===== src/rtl/mrtlf_pkg.sv =====
// ----------------------------------------------------------------------------
// mrtlf_pkg
// Shared widths, constants and controller/datapath interface types for the
// multi-route tour length and fitness block.
// ----------------------------------------------------------------------------
package mrtlf_pkg;

    // coordinate and fixed-point format
    localparam int COORD_BITS = 12;
    localparam int FRAC_BITS  = 8;
    localparam int SUM_W      = 32;
    localparam int FIT_W      = 40;

    // depot register reset and configuration map
    localparam int DEPOT_RESET = 500;
    localparam int CFG_W       = 32;
    localparam int REG_COUNT   = 2;
    localparam int ADDR_W      = $clog2(4 * REG_COUNT);
    localparam int REG_IDX_W   = ADDR_W - 2;

    typedef enum logic [REG_IDX_W-1:0] {
        REG_DEPOT_X = 1'b0,
        REG_DEPOT_Y = 1'b1
    } reg_idx_t;

    // squared distance and square root sizing
    localparam int SQ_W     = 2 * COORD_BITS + 1;
    localparam int ROOT_W   = (SQ_W + 1) / 2 + FRAC_BITS;
    localparam int ITERS    = (ROOT_W + 1) / 2;
    localparam int RT_W     = 2 * ITERS;
    localparam int RAD_W    = 4 * ITERS;
    localparam int REM_W    = RT_W + 3;

    // fitness division sizing
    localparam int FIT_NUM     = 10000;
    localparam int FIT_NUM_W   = $clog2(FIT_NUM + 1);
    localparam int FIT_SHIFT   = FRAC_BITS + 16;
    localparam int FIT_DIV_W   = FIT_NUM_W + FIT_SHIFT;
    localparam int FIT_CMP_W   = (FIT_DIV_W > FIT_W) ? FIT_DIV_W : FIT_W;

    typedef logic [FIT_DIV_W-1:0] fit_div_t;
    localparam fit_div_t FIT_DIVIDEND = fit_div_t'(FIT_NUM) << FIT_SHIFT;
    localparam logic [FIT_W-1:0] FIT_MAX = '1;
    localparam logic [SUM_W-1:0] SUM_MAX = '1;

    // sequencer counter
    localparam int CNT_MAX = (ITERS > FIT_DIV_W) ? ITERS : FIT_DIV_W;
    localparam int CNT_W   = $clog2(CNT_MAX);

    // controller to datapath commands
    typedef struct packed {
        logic capture;
        logic square;
        logic rad_load;
        logic root_step;
        logic accum;
        logic div_init;
        logic div_step;
        logic emit;
    } dp_cmd_t;

    // datapath to controller status
    typedef struct packed {
        logic last;
    } dp_stat_t;

endpackage


===== src/rtl/multi_route_tour_length_fitness.sv =====
// ----------------------------------------------------------------------------
// multi_route_tour_length_fitness
// Sums Euclidean leg lengths of a multi-route tour city by city and gives
// the total length and its fitness on the last city of the tour.
// ----------------------------------------------------------------------------
//  channel   direction  word contents
//  s_*       in         city_x, city_y (tdata); route_first (tuser); tour_last (tlast)
//  m_*       out        total_distance, fitness (tdata); overflow_flag (tuser)
//  apb       in/out     depot_x at 0x0, depot_y at 0x4
//
//  A city word goes through difference, square, root load, 11 radix-4
//  square root iterations and accumulate, in that order.
//  The last city of a tour then goes through divider load, a 38-step
//  restoring division for fitness, and the handoff into the output register.
//  The handoff waits while the output register still holds an untaken word;
//  the input side is ready again right after it.
//  Reset is synchronous and active low; depot registers reset to 500.
// ----------------------------------------------------------------------------
module multi_route_tour_length_fitness (
    input  logic                          aclk,
    input  logic                          aresetn,
    // input city words
    input  logic                          s_tvalid,
    output logic                          s_tready,
    input  logic [23:0]                   s_tdata,  // city_x[11:0], city_y[23:12]
    input  logic                          s_tuser,  // route_first
    input  logic                          s_tlast,
    // result words
    output logic                          m_tvalid,
    input  logic                          m_tready,
    output logic [71:0]                   m_tdata,  // total_distance[31:0], fitness[71:32]
    output logic                          m_tuser,  // overflow_flag
    // configuration
    input  logic                          psel,
    input  logic                          penable,
    input  logic                          pwrite,
    input  logic [mrtlf_pkg::ADDR_W-1:0]  paddr,
    input  logic [mrtlf_pkg::CFG_W-1:0]   pwdata,
    output logic [mrtlf_pkg::CFG_W-1:0]   prdata,
    output logic                          pready
);
    import mrtlf_pkg::*;

    dp_cmd_t               cmd;
    dp_stat_t              stat;
    logic [COORD_BITS-1:0] depot_x_reg, depot_y_reg;
    logic [SUM_W-1:0]      total_distance;
    logic [FIT_W-1:0]      fitness;
    logic                  overflow_flag;
    logic                  cfg_write;
    reg_idx_t              reg_idx;

    assign pready    = 1'b1;
    assign cfg_write = psel && penable && pwrite && pready;
    assign reg_idx   = reg_idx_t'(paddr[ADDR_W-1:2]);

    // depot registers
    always_ff @(posedge aclk) begin
        if (!aresetn) begin
            depot_x_reg <= COORD_BITS'(DEPOT_RESET);
            depot_y_reg <= COORD_BITS'(DEPOT_RESET);
        end else if (cfg_write) begin
            unique case (reg_idx)
                REG_DEPOT_X: depot_x_reg <= pwdata[COORD_BITS-1:0];
                REG_DEPOT_Y: depot_y_reg <= pwdata[COORD_BITS-1:0];
                default: ;
            endcase
        end
    end

    // register readback
    always_comb begin
        unique case (reg_idx)
            REG_DEPOT_X: prdata = CFG_W'(depot_x_reg);
            REG_DEPOT_Y: prdata = CFG_W'(depot_y_reg);
            default:     prdata = '0;
        endcase
    end

    mrtlf_ctrl u_ctrl (
        .aclk     (aclk),
        .aresetn  (aresetn),
        .s_tvalid (s_tvalid),
        .s_tready (s_tready),
        .m_tvalid (m_tvalid),
        .m_tready (m_tready),
        .cmd      (cmd),
        .stat     (stat)
    );

    mrtlf_dp u_dp (
        .aclk           (aclk),
        .aresetn        (aresetn),
        .cmd            (cmd),
        .stat           (stat),
        .depot_x        (depot_x_reg),
        .depot_y        (depot_y_reg),
        .city_x         (s_tdata[11:0]),
        .city_y         (s_tdata[23:12]),
        .route_first    (s_tuser),
        .tour_last      (s_tlast),
        .total_distance (total_distance),
        .fitness        (fitness),
        .overflow_flag  (overflow_flag)
    );

    // result word packing
    assign m_tdata = {fitness, total_distance};
    assign m_tuser = overflow_flag;

endmodule


===== src/rtl/mrtlf_ctrl.sv =====
// ----------------------------------------------------------------------------
// mrtlf_ctrl
// Sequencer: steps each city word through difference, squaring, the radix-4
// square root and accumulation, then runs the fitness division on the last
// city and hands the result to the output register.
// ----------------------------------------------------------------------------
module mrtlf_ctrl (
    input  logic                aclk,
    input  logic                aresetn,
    input  logic                s_tvalid,
    output logic                s_tready,
    output logic                m_tvalid,
    input  logic                m_tready,
    output mrtlf_pkg::dp_cmd_t  cmd,
    input  mrtlf_pkg::dp_stat_t stat
);
    import mrtlf_pkg::*;

    typedef enum logic [2:0] {
        S_IDLE,
        S_SQUARE,
        S_LOAD,
        S_ROOT,
        S_ACCUM,
        S_DINIT,
        S_DIV,
        S_EMIT
    } state_t;

    state_t           state_reg, state_next;
    logic [CNT_W-1:0] cnt_reg, cnt_next;
    logic             m_tvalid_reg, m_tvalid_next;
    logic             out_free;

    assign out_free = !m_tvalid_reg || m_tready;
    assign s_tready = (state_reg == S_IDLE);
    assign m_tvalid = m_tvalid_reg;

    // next state and commands
    always_comb begin
        state_next    = state_reg;
        cnt_next      = cnt_reg;
        m_tvalid_next = m_tvalid_reg && !m_tready;
        cmd           = '0;
        unique case (state_reg)
            S_IDLE: begin
                if (s_tvalid) begin
                    cmd.capture = 1'b1;
                    state_next  = S_SQUARE;
                end
            end
            S_SQUARE: begin
                cmd.square = 1'b1;
                state_next = S_LOAD;
            end
            S_LOAD: begin
                cmd.rad_load = 1'b1;
                cnt_next     = CNT_W'(ITERS - 1);
                state_next   = S_ROOT;
            end
            S_ROOT: begin
                cmd.root_step = 1'b1;
                cnt_next      = cnt_reg - CNT_W'(1);
                if (cnt_reg == '0) begin
                    state_next = S_ACCUM;
                end
            end
            S_ACCUM: begin
                cmd.accum  = 1'b1;
                state_next = stat.last ? S_DINIT : S_IDLE;
            end
            S_DINIT: begin
                cmd.div_init = 1'b1;
                cnt_next     = CNT_W'(FIT_DIV_W - 1);
                state_next   = S_DIV;
            end
            S_DIV: begin
                cmd.div_step = 1'b1;
                cnt_next     = cnt_reg - CNT_W'(1);
                if (cnt_reg == '0) begin
                    state_next = S_EMIT;
                end
            end
            S_EMIT: begin
                if (out_free) begin
                    cmd.emit      = 1'b1;
                    m_tvalid_next = 1'b1;
                    state_next    = S_IDLE;
                end
            end
            default: begin
                state_next = S_IDLE;
            end
        endcase
    end

    // state and registered outputs
    always_ff @(posedge aclk) begin
        if (!aresetn) begin
            state_reg    <= S_IDLE;
            cnt_reg      <= '0;
            m_tvalid_reg <= 1'b0;
        end else begin
            state_reg    <= state_next;
            cnt_reg      <= cnt_next;
            m_tvalid_reg <= m_tvalid_next;
        end
    end

endmodule


===== src/rtl/mrtlf_dp.sv =====
// ----------------------------------------------------------------------------
// mrtlf_dp
// Datapath: coordinate differences, squares, a two-bit-per-cycle square root,
// the saturating distance sum, a restoring divider for fitness and the
// output register.
// ----------------------------------------------------------------------------
module mrtlf_dp (
    input  logic                          aclk,
    input  logic                          aresetn,
    input  mrtlf_pkg::dp_cmd_t            cmd,
    output mrtlf_pkg::dp_stat_t           stat,
    input  logic [mrtlf_pkg::COORD_BITS-1:0] depot_x,
    input  logic [mrtlf_pkg::COORD_BITS-1:0] depot_y,
    input  logic [mrtlf_pkg::COORD_BITS-1:0] city_x,
    input  logic [mrtlf_pkg::COORD_BITS-1:0] city_y,
    input  logic                          route_first,
    input  logic                          tour_last,
    output logic [mrtlf_pkg::SUM_W-1:0]   total_distance,
    output logic [mrtlf_pkg::FIT_W-1:0]   fitness,
    output logic                          overflow_flag
);
    import mrtlf_pkg::*;

    localparam int DIFF_SQ_W = 2 * COORD_BITS;

    // tour state
    logic [COORD_BITS-1:0] prev_x_reg, prev_y_reg;
    logic                  tour_start_reg;
    logic [SUM_W-1:0]      sum_reg, sum_next;
    logic                  sat_reg, sat_next;

    // per-city working registers
    logic                  last_reg;
    logic [COORD_BITS-1:0] dx_reg, dy_reg, dx_next, dy_next;
    logic [DIFF_SQ_W-1:0]  sqx_reg, sqy_reg;
    logic [RAD_W-1:0]      rad_reg;
    logic [REM_W-1:0]      rem_reg, rem_next;
    logic [RT_W-1:0]       root_reg, root_next;

    // divider registers
    logic [FIT_DIV_W-1:0]  quo_reg, quo_next;
    logic [SUM_W-1:0]      drem_reg, drem_next;

    // output register
    logic [SUM_W-1:0]      out_total_reg;
    logic [FIT_W-1:0]      out_fit_reg, fit_value;
    logic                  out_flag_reg;

    logic [COORD_BITS-1:0] from_x, from_y;
    logic [SQ_W-1:0]       sq_sum;
    logic [SUM_W:0]        sum_wide;
    logic [SUM_W:0]        div_trial;
    logic [FIT_CMP_W-1:0]  quo_ext;
    logic                  sum_zero;

    assign stat.last      = last_reg;
    assign total_distance = out_total_reg;
    assign fitness        = out_fit_reg;
    assign overflow_flag  = out_flag_reg;

    // start point and absolute differences
    always_comb begin
        if (route_first || tour_start_reg) begin
            from_x = depot_x;
            from_y = depot_y;
        end else begin
            from_x = prev_x_reg;
            from_y = prev_y_reg;
        end
        dx_next = (city_x >= from_x) ? city_x - from_x : from_x - city_x;
        dy_next = (city_y >= from_y) ? city_y - from_y : from_y - city_y;
    end

    assign sq_sum = SQ_W'(sqx_reg) + SQ_W'(sqy_reg);

    // two root bits per cycle
    always_comb begin
        logic [REM_W-1:0] r;
        logic [RT_W-1:0]  q;
        logic [REM_W-1:0] trial;
        r = rem_reg;
        q = root_reg;
        for (int k = 0; k < 2; k++) begin
            r     = {r[REM_W-3:0], rad_reg[RAD_W-1-2*k -: 2]};
            trial = {1'b0, q, 2'b01};
            if (r >= trial) begin
                r = r - trial;
                q = {q[RT_W-2:0], 1'b1};
            end else begin
                q = {q[RT_W-2:0], 1'b0};
            end
        end
        rem_next  = r;
        root_next = q;
    end

    // saturating accumulation
    always_comb begin
        sum_wide = {1'b0, sum_reg} + (SUM_W + 1)'(root_reg);
        if (sum_wide[SUM_W]) begin
            sum_next = SUM_MAX;
            sat_next = 1'b1;
        end else begin
            sum_next = sum_wide[SUM_W-1:0];
            sat_next = sat_reg;
        end
    end

    // restoring division step
    always_comb begin
        div_trial = {drem_reg, quo_reg[FIT_DIV_W-1]};
        if (div_trial >= {1'b0, sum_reg}) begin
            drem_next = SUM_W'(div_trial - {1'b0, sum_reg});
            quo_next  = {quo_reg[FIT_DIV_W-2:0], 1'b1};
        end else begin
            drem_next = div_trial[SUM_W-1:0];
            quo_next  = {quo_reg[FIT_DIV_W-2:0], 1'b0};
        end
    end

    // fitness clipping and zero total
    always_comb begin
        sum_zero = (sum_reg == '0);
        quo_ext  = FIT_CMP_W'(quo_reg);
        if (sum_zero || (quo_ext > FIT_CMP_W'(FIT_MAX))) begin
            fit_value = FIT_MAX;
        end else begin
            fit_value = FIT_W'(quo_ext);
        end
    end

    // tour state registers
    always_ff @(posedge aclk) begin
        if (!aresetn) begin
            prev_x_reg     <= '0;
            prev_y_reg     <= '0;
            tour_start_reg <= 1'b1;
            sum_reg        <= '0;
            sat_reg        <= 1'b0;
        end else begin
            if (cmd.capture) begin
                prev_x_reg     <= city_x;
                prev_y_reg     <= city_y;
                tour_start_reg <= 1'b0;
            end
            if (cmd.accum) begin
                sum_reg <= sum_next;
                sat_reg <= sat_next;
            end
            if (cmd.emit) begin
                sum_reg        <= '0;
                sat_reg        <= 1'b0;
                tour_start_reg <= 1'b1;
            end
        end
    end

    // working and output registers
    always_ff @(posedge aclk) begin
        if (cmd.capture) begin
            dx_reg   <= dx_next;
            dy_reg   <= dy_next;
            last_reg <= tour_last;
        end
        if (cmd.square) begin
            sqx_reg <= DIFF_SQ_W'(dx_reg) * DIFF_SQ_W'(dx_reg);
            sqy_reg <= DIFF_SQ_W'(dy_reg) * DIFF_SQ_W'(dy_reg);
        end
        if (cmd.rad_load) begin
            rad_reg  <= RAD_W'(sq_sum) << (2 * FRAC_BITS);
            rem_reg  <= '0;
            root_reg <= '0;
        end
        if (cmd.root_step) begin
            rad_reg  <= rad_reg << 4;
            rem_reg  <= rem_next;
            root_reg <= root_next;
        end
        if (cmd.div_init) begin
            quo_reg  <= FIT_DIVIDEND;
            drem_reg <= '0;
        end
        if (cmd.div_step) begin
            quo_reg  <= quo_next;
            drem_reg <= drem_next;
        end
        if (cmd.emit) begin
            out_total_reg <= sum_reg;
            out_fit_reg   <= fit_value;
            out_flag_reg  <= sat_reg || sum_zero;
        end
    end

endmodule


===== config.mk =====
export PLATFORM = sky130hd
export DESIGN_NAME = multi_route_tour_length_fitness
export DESIGN_NICKNAME = d
export VERILOG_FILES = /design/src/rtl/mrtlf_pkg.sv /design/src/rtl/multi_route_tour_length_fitness.sv /design/src/rtl/mrtlf_ctrl.sv /design/src/rtl/mrtlf_dp.sv
export SDC_FILE = /design/constraint.sdc
export NUM_CORES = 1
export LEC_CHECK = 0
export ABC_CLOCK_PERIOD_IN_PS = 11900
export BUFFER_PORTS_ARGS = -buffer_cell sky130_fd_sc_hd__buf_2
export CAP_MARGIN = 20
export CORE_MARGIN = 2
export CORE_UTILIZATION = 65
export DETAILED_ROUTE_END_ITERATION = 16
export GPL_TIMING_DRIVEN = 0
export PLACE_DENSITY = 0.84
export SYNTH_ARGS = -nofsm -noshare
export SYNTH_HDL_FRONTEND = slang
export SYNTH_HIERARCHICAL = 1
export SYNTH_SLANG_ARGS = --single-unit

===== constraint.sdc =====
create_clock -name aclk -period 11.9 [get_ports aclk]
set_input_delay 1.19 -clock aclk [delete_from_list [all_inputs] [get_ports aclk]]
set_output_delay 1.19 -clock aclk [all_outputs]
set_load 0.01 [all_outputs]

# After elaboration in Yosys (flattened, before gate mapping)
# Index checks and enable logic that the tools add are counted.
dict set report word_totals {
  ff_bits 381
  latchBits 0
  ramBits 0
  rom_bits 0
  inputBits 68
  out_inout_bits 108
  word_cells 117
  memories 0
}
dict set report op_classes {
  addsub 10
  multipliers 2
  n_div 0
  n_lt_le_gt_ge 5
  eq_ne 11
  shifts 0
  muxes 42
  n_bitwise 2
  reduce_logical 20
}
# op count
set op_table {}
lappend op_table {{32-bit two-way mux} 4}
lappend op_table {{23-bit two-way mux} 4}
lappend op_table {{44-bit two-way mux} 2}
lappend op_table {{38-bit two-way mux} 2}
lappend op_table {{32-bit case mux with 2 select lines} 1}
lappend op_table {{25-bit by 24-bit greater-or-equal comparator with 1-bit output} 2}
lappend op_table {{12-bit by 12-bit multiplier with 24-bit output} 2}
lappend op_table {{12-bit two-way mux} 4}
lappend op_table {{12-bit subtractor} 4}
lappend op_table {{23-bit subtractor} 2}
lappend op_table {{22-bit two-way mux} 2}
lappend op_table {{40-bit two-way mux} 1}
lappend op_table {{32-bit by 22-bit adder with 33-bit output} 1}
lappend op_table {{33-bit by 32-bit greater-or-equal comparator with 1-bit output} 1}
lappend op_table {{32-bit logical NOT} 1}
lappend op_table {{32-bit subtractor} 1}
lappend op_table {{24-bit by 24-bit adder with 25-bit output} 1}
lappend op_table {{12-bit greater-or-equal comparator} 2}
lappend op_table {{3-bit case mux with 8 select lines} 1}
lappend op_table {{6-bit case mux with 3 select lines} 1}
lappend op_table {{1-bit two-way mux} 15}
lappend op_table {{3-bit two-way mux} 5}
lappend op_table {{3-bit == test (second input constant)} 4}
lappend op_table {{3-bit by 2-bit == test with 1-bit output (second input constant)} 2}
lappend op_table {{15 further kinds} 27}

# Longest topological paths before layout
dict set report logic_depth {
  ltp_word 5
  depth_mapped 26
  depth_no_buf 23
}

# By module
# Netlist, hierarchy kept.
# mod n_inst cells_per_inst area_per_inst_um2 seq_area_each_um2
set by_module_without_submodules {}
lappend by_module_without_submodules {mrtlf_dp 1 2967 29019.1 9749.4}
lappend by_module_without_submodules {multi_route_tour_length_fitness 1 131 1312.5 480.5}
lappend by_module_without_submodules {mrtlf_ctrl 1 88 690.7 200.2}

# Worst setup path after synthesis
# Ideal clock, no wire load.
dict set report synth_timing {
  path_kind {in2reg}
  startpoint {in m_tready}
  endpoint {reg u_dp.sum_reg[29]}
  setup_time_ps 118
  t_arrival_ps 5513
  required_time_ps 11782
  path_slack_ps 6269
  cell_stages 6
  n_path_buf 1
  cell_sequence {nand2b_1 > nor2b_1 > nand2b_1 > clkbuf_1 > a211oi_1 > a31o_2}
}
# item line_no
set synth_lines {}
lappend synth_lines {{start, declared} multi_route_tour_length_fitness.sv:30} ;# input logic m_tready,
lappend synth_lines {{end signal, assigned} mrtlf_dp.sv:147} ;# sum_reg <= sum_next;
lappend synth_lines {{end, declared} mrtlf_dp.sv:29} ;# logic [SUM_W-1:0] sum_reg, sum_next;

# Worst setup path after layout
dict set report layout_timing {
  startpoint {reg u_dp.root_reg[1]}
  endpoint {reg u_dp.rem_reg[19], data pin}
}
dict set report layout_via {
  elab_chain_cells 5
  word_cells_on_any_way 8
  cone_classes {add/sub (2); order compare (2); mux (4)}
}
# item line_no
set layout_rtl {}
lappend layout_rtl {{start, declared} mrtlf_dp.sv:38} ;# logic [RT_W-1:0] root_reg, root_next;
lappend layout_rtl {{start signal, assigned} mrtlf_dp.sv:177} ;# root_reg <= root_next;
lappend layout_rtl {{23-bit subtractor or 25-bit by 24-bit greater-or-equal comparator with 1-bit output (tied branches)} {mrtlf_dp.sv:87, mrtlf_dp.sv:86}}
lappend layout_rtl {{23-bit two-way mux or 1-bit two-way mux (tied branches)} mrtlf_dp.sv:86} ;# if (r >= trial) begin
lappend layout_rtl {{23-bit subtractor or 25-bit by 24-bit greater-or-equal comparator with 1-bit output (tied branches)} {mrtlf_dp.sv:87, mrtlf_dp.sv:86}}
lappend layout_rtl {{23-bit two-way mux (*)} mrtlf_dp.sv:86}
lappend layout_rtl {{23-bit two-way mux (*)} mrtlf_dp.sv:174} ;# if (cmd.root_step) begin
lappend layout_rtl {{end signal, assigned} mrtlf_dp.sv:176} ;# rem_reg <= rem_next;
lappend layout_rtl {{end, declared} mrtlf_dp.sv:37} ;# logic [REM_W-1:0] rem_reg, rem_next;
# Mark *: on every way between the ends. The rest lies on a longest branch, timed or not.
# A chain may end at the register's enable or synchronous reset.

==> metrics.txt <==
# TYPE chip_impl_metric gauge
chip_impl_metric{name="ctsHoldBuffers",unit=""} 0
chip_impl_metric{name="setup_viol_count_final",unit=""} 0
chip_impl_metric{name="path_depth",unit=""} 24
chip_impl_metric{name="dr_total_vias",unit=""} 23900
chip_impl_info{name="critical-path-top-delay-family",value="compound AO/OA/AOI/OAI gates"} 1
chip_impl_metric{name="die_width",unit="um"} 222
chip_impl_metric{name="clk_latency",unit="ns"} 0.59
chip_impl_info{name="cp-endpoint",value="u_dp/rem_reg[19]"} 1
chip_impl_metric{name="period_share",unit="%"} 58.6
chip_impl_info{name="critPathKind",value="reg -> reg"} 1
chip_impl_metric{name="final_hold_viol_count",unit=""} 0
chip_impl_metric{name="yosys_register_bits",unit=""} 378
chip_impl_metric{name="io-pin-count",unit=""} 176
chip_impl_metric{name="gr-usage-all-layers",unit="%"} 29.9
chip_impl_metric{name="worst_r2r_setup_slack",unit="ns"} 4.92
chip_impl_metric{name="detail_route.wl_per_cell",unit="um"} 18.3
chip_impl_metric{name="drtAntennaViolNets",unit=""} 0
chip_impl_metric{name="clk_sink_count",unit=""} 378
chip_impl_metric{name="antenna_violations_before_repair",unit=""} 2
chip_impl_metric{name="grt_start_max_net_pins",unit=""} 68
chip_impl_metric{name="cp_data_arrival_time",unit="ns"} 7.30
chip_impl_metric{name="final_hold_slack",unit="ns"} 0.458
chip_impl_metric{name="dieHeight",unit="um"} 222
chip_impl_metric{name="slew-limit-headroom",unit="%"} 29.0
chip_impl_metric{name="worst-slew-pin-transition",unit="ns"} 1.06
chip_impl_metric{name="ys_warn_count",unit=""} 6
chip_impl_info{name="biggest_area_consumer_among_synthesized_cells",value="edfxtp_1"} 1
chip_impl_metric{name="final_layout_size_suffix_gt1_share",unit="%"} 9.91
chip_impl_info{name="cp_slowest_cell",value="a211oi_1"} 1
chip_impl_info{name="main_flop_type_after_synthesis",value="edfxtp_1"} 1
chip_impl_metric{name="worst_clock_skew",unit="ns"} 0.0231
chip_impl_metric{name="placeableCoreArea",unit="um2"} 47400
chip_impl_metric{name="worst_ep_required_time",unit="ns"} 12.23
chip_impl_info{name="cp-end-kind",value="register"} 1
chip_impl_metric{name="first_global_vias",unit=""} 24600
chip_impl_metric{name="crit_path_max_incr_delay",unit="ns"} 0.62
chip_impl_metric{name="port-buffer-count",unit=""} 131
chip_impl_metric{name="std_cell_rows",unit=""} 80
chip_impl_metric{name="dpl_worst_slack",unit="ns"} 5.20
chip_impl_metric{name="avgSynthCellArea",unit="um2"} 9.74
chip_impl_metric{name="fp.dieArea",unit="um2"} 49500
chip_impl_metric{name="diodes",unit=""} 0
chip_impl_metric{name="ctsHtreeMaxLevel",unit=""} 2
chip_impl_info{name="cts-root-buf",value="clkbuf_16"} 1
chip_impl_info{name="min-delay-path-class",value="reg -> reg"} 1
chip_impl_metric{name="final_core_density",unit="%"} 71.9
chip_impl_metric{name="layout_setup_ws",unit="ns"} 4.92
chip_impl_metric{name="fin_nets",unit=""} 3913
chip_impl_metric{name="synth.distinct_cells",unit=""} 89
chip_impl_metric{name="report.final.slew_viol_count",unit=""} 0
chip_impl_metric{name="cts_made_buffers",unit=""} 42
chip_impl_metric{name="synth.cell_area",unit="um2"} 31000
chip_impl_info{name="outcome",value="completed"} 1
chip_impl_metric{name="initialDrtViolationCount",unit=""} 1827
chip_impl_metric{name="cts.clk_slew.worst_paths",unit="ns"} 0.07
chip_impl_metric{name="ff_latch_area",unit="um2"} 10400
chip_impl_metric{name="synth_top_area_share",unit="%"} 27.7
chip_impl_metric{name="syn2layout_area_growth",unit="%"} 9.89
chip_impl_info{name="crit_path_start",value="u_dp/root_reg[1]"} 1
chip_impl_metric{name="postCtsSetupBuffers",unit=""} 0
chip_impl_metric{name="layout.filler_cells",unit=""} 3409
chip_impl_info{name="cts_tree",value="yes"} 1
chip_impl_metric{name="routed_wirelength",unit="mm"} 73.9
chip_impl_metric{name="worst-path-max-fanout",unit=""} 10
chip_impl_info{name="rsz_0062_raised_after_global_routing",value="no"} 1
chip_impl_metric{name="post-dp-hpwl",unit="mm"} 57.5
chip_impl_info{name="yosys-top-cells-area",value="edfxtp_1 28%, ha_1 11%, fa_1 11%"} 1
chip_impl_metric{name="timing.critical_path.buf_inv",unit=""} 4
chip_impl_metric{name="max_freq",unit="MHz"} 143
chip_impl_metric{name="drt-pass1-iter-count",unit=""} 9
chip_impl_metric{name="synth_enable_flop_cells",unit=""} 286
chip_impl_info{name="timing.rr.start",value="u_dp/root_reg[1]"} 1
chip_impl_metric{name="syn-instance-count",unit=""} 3186
chip_impl_metric{name="cts_max_path_buffers",unit=""} 3
chip_impl_metric{name="cts_resized",unit=""} 0
chip_impl_metric{name="synth.yosys.seq_area_share",unit="%"} 33.6
chip_impl_metric{name="largest_register_ff_count",unit=""} 39
chip_impl_metric{name="drv.max_cap_violation_count",unit=""} 0
chip_impl_info{name="worst_path_cell_chain",value="inv_1, ha_1, nor3_1, a211oi_1, nand4_1, nand2_1, nor3_2, nor2_1, clkbuf_1, clkbuf_1, nand2_1, nand2_1, ha_1, a21o_1, a21o_1, a21oi_1, nand2_1, o31ai_1, o21ai_1, a22oi_4, clkbuf_1, nor3_1, mux2i_1, nand2_1"} 1
chip_impl_metric{name="grt_pass1_wl",unit="mm"} 120
chip_impl_info{name="cp_common_cell",value="nand2_1"} 1
chip_impl_metric{name="gp_routability_congestion",unit=""} 0.966
chip_impl_info{name="cp-start-kind",value="register"} 1
chip_impl_metric{name="ys_async_sr_fraction",unit="%"} 0
chip_impl_metric{name="layout_min_cycle_time",unit="ns"} 6.98
chip_impl_metric{name="multi_input_area",unit="um2"} 18400
chip_impl_info{name="rr_endpoint",value="u_dp/rem_reg[19]"} 1
chip_impl_metric{name="via_per_inst",unit=""} 5.93
chip_impl_metric{name="setup_total_negative_slack",unit="ns"} 0
chip_impl_metric{name="grt_remaining_overflow",unit=""} 0
chip_impl_metric{name="starting_density_of_the_core",unit="%"} 65.4
chip_impl_metric{name="drc",unit=""} 0
chip_impl_metric{name="reg2regPathDepth",unit=""} 24
[cell usage after synthesis (26+ instances only)]
cell type	count
a21o_1	69
a21oi_1	171
and2_1	131
clkbuf_1	83
dfxtp_1	92
edfxtp_1	286
fa_1	170
ha_1	285
inv_1	439
mux2i_1	116
nand2_1	203
nand2b_1	39
nand3_1	60
nor2_1	147
nor2b_1	102
nor3_1	50
o21ai_0	133
o21bai_1	26
or2_2	48
xnor2_1	108
xor2_1	45
[worst min-delay path, delay by kind of cell (launching register included)]
kind,cells,cell delay [ns]
AO/OA/AOI/OAI,1,0.06
buffers and inverters,1,0.05
flip-flops,1,0.30
[area by class of cell]
cell class,count,share of cell area [%]
multi-input cells,2262,54.1
flip-flops and latches,378,30.6
inverters,441,4.86
clock buffers,56,3.39
repair buffers,141,2.42
well taps,615,2.26
plain buffers,124,1.73
clock inverters,20,0.679
[per-layer routing]
metal / track usage [%] / wire (um) / up-vias / part of all wire [%]
li1: - / - / 11300 / -
met1: 35.6 / 29400 / 11600 / 40
met2: 53.6 / 37100 / 829 / 50
met3: 4.36 / 4180 / 209 / 5.6
met4: 13.3 / 3210 / 2 / 4.3
met5: 0 / 13 / - / 0.018
[worst min path at each step]
stage                         endpoint  slack [ns]  cells past startpoint         start
after CTS                 u_dp/sat_reg        0.45                      2  u_dp/sat_reg
after global placement    u_dp/sat_reg        0.44                      2  u_dp/sat_reg
final                     u_dp/sat_reg        0.46                      2  u_dp/sat_reg
after detailed placement  u_dp/sat_reg        0.44                      2  u_dp/sat_reg
after global routing      u_dp/sat_reg        0.51                      2  u_dp/sat_reg
after floorplan           u_dp/sat_reg        0.43                      2  u_dp/sat_reg
[cells in the final DEF, fill, tap and decap left out, types with 8 or more instances in the layout]
cell type | netlist | final
nor4_1 | 19 | 19
edfxtp_1 | 286 | 286
nand3_1 | 60 | 60
a221oi_1 | 21 | 21
a211oi_1 | 22 | 22
a211o_1 | 8 | 8
ha_1 | 285 | 285
buf_4 | 25 | 25
a21oi_1 | 171 | 171
a31oi_1 | 19 | 19
conb_1 | 2 | 21
or2_2 | 48 | 46
and3_1 | 24 | 24
nand4_1 | 20 | 20
inv_1 | 439 | 439
o21ai_0 | 133 | 133
clkbuf_16 | 0 | 43
mux2_2 | 22 | 22
xor2_1 | 45 | 45
buf_2 | 11 | 142
o211a_1 | 8 | 8
nand2_1 | 203 | 203
mux2i_1 | 116 | 116
o21bai_1 | 26 | 26
nand2b_1 | 39 | 39
a21o_1 | 69 | 69
xnor2_1 | 108 | 108
o21a_1 | 15 | 15
o31ai_1 | 9 | 9
nor3_1 | 50 | 50
and2_1 | 131 | 131
fa_1 | 170 | 170
nor2b_1 | 102 | 101
dfxtp_1 | 92 | 92
clkbuf_1 | 83 | 93
nor2_1 | 147 | 147
or3_1 | 16 | 16
a21boi_0 | 14 | 14
[cell families (layout without fill, tap and decap cells)]
kind of cell | count (synthesis) | count (layout) | synth area share [%]
and+or+nand+nor | 902 | 902 | 15.3
DFF | 378 | 378 | 33.6
adders and majority gates | 457 | 457 | 22.5
muxes | 138 | 138 | 4.54
AOI/OAI and AO/OA | 591 | 591 | 12.4
buffers and inverters | 565 | 782 | 7.23
other | 2 | 21 | 0.0242
xor gates and xnor gates | 153 | 153 | 4.32
[through the flow]
step                      instances  instance area, um2
after floorplan                3205               31100
after global placement         3951               32500
after detailed placement       3960               32700
after CTS                      4036               34100
after global routing           4037               34100
final                          4037               34100
Power is not shown: default switching activity piles up to over one toggle a cycle in this logic, so the estimate is an artifact.
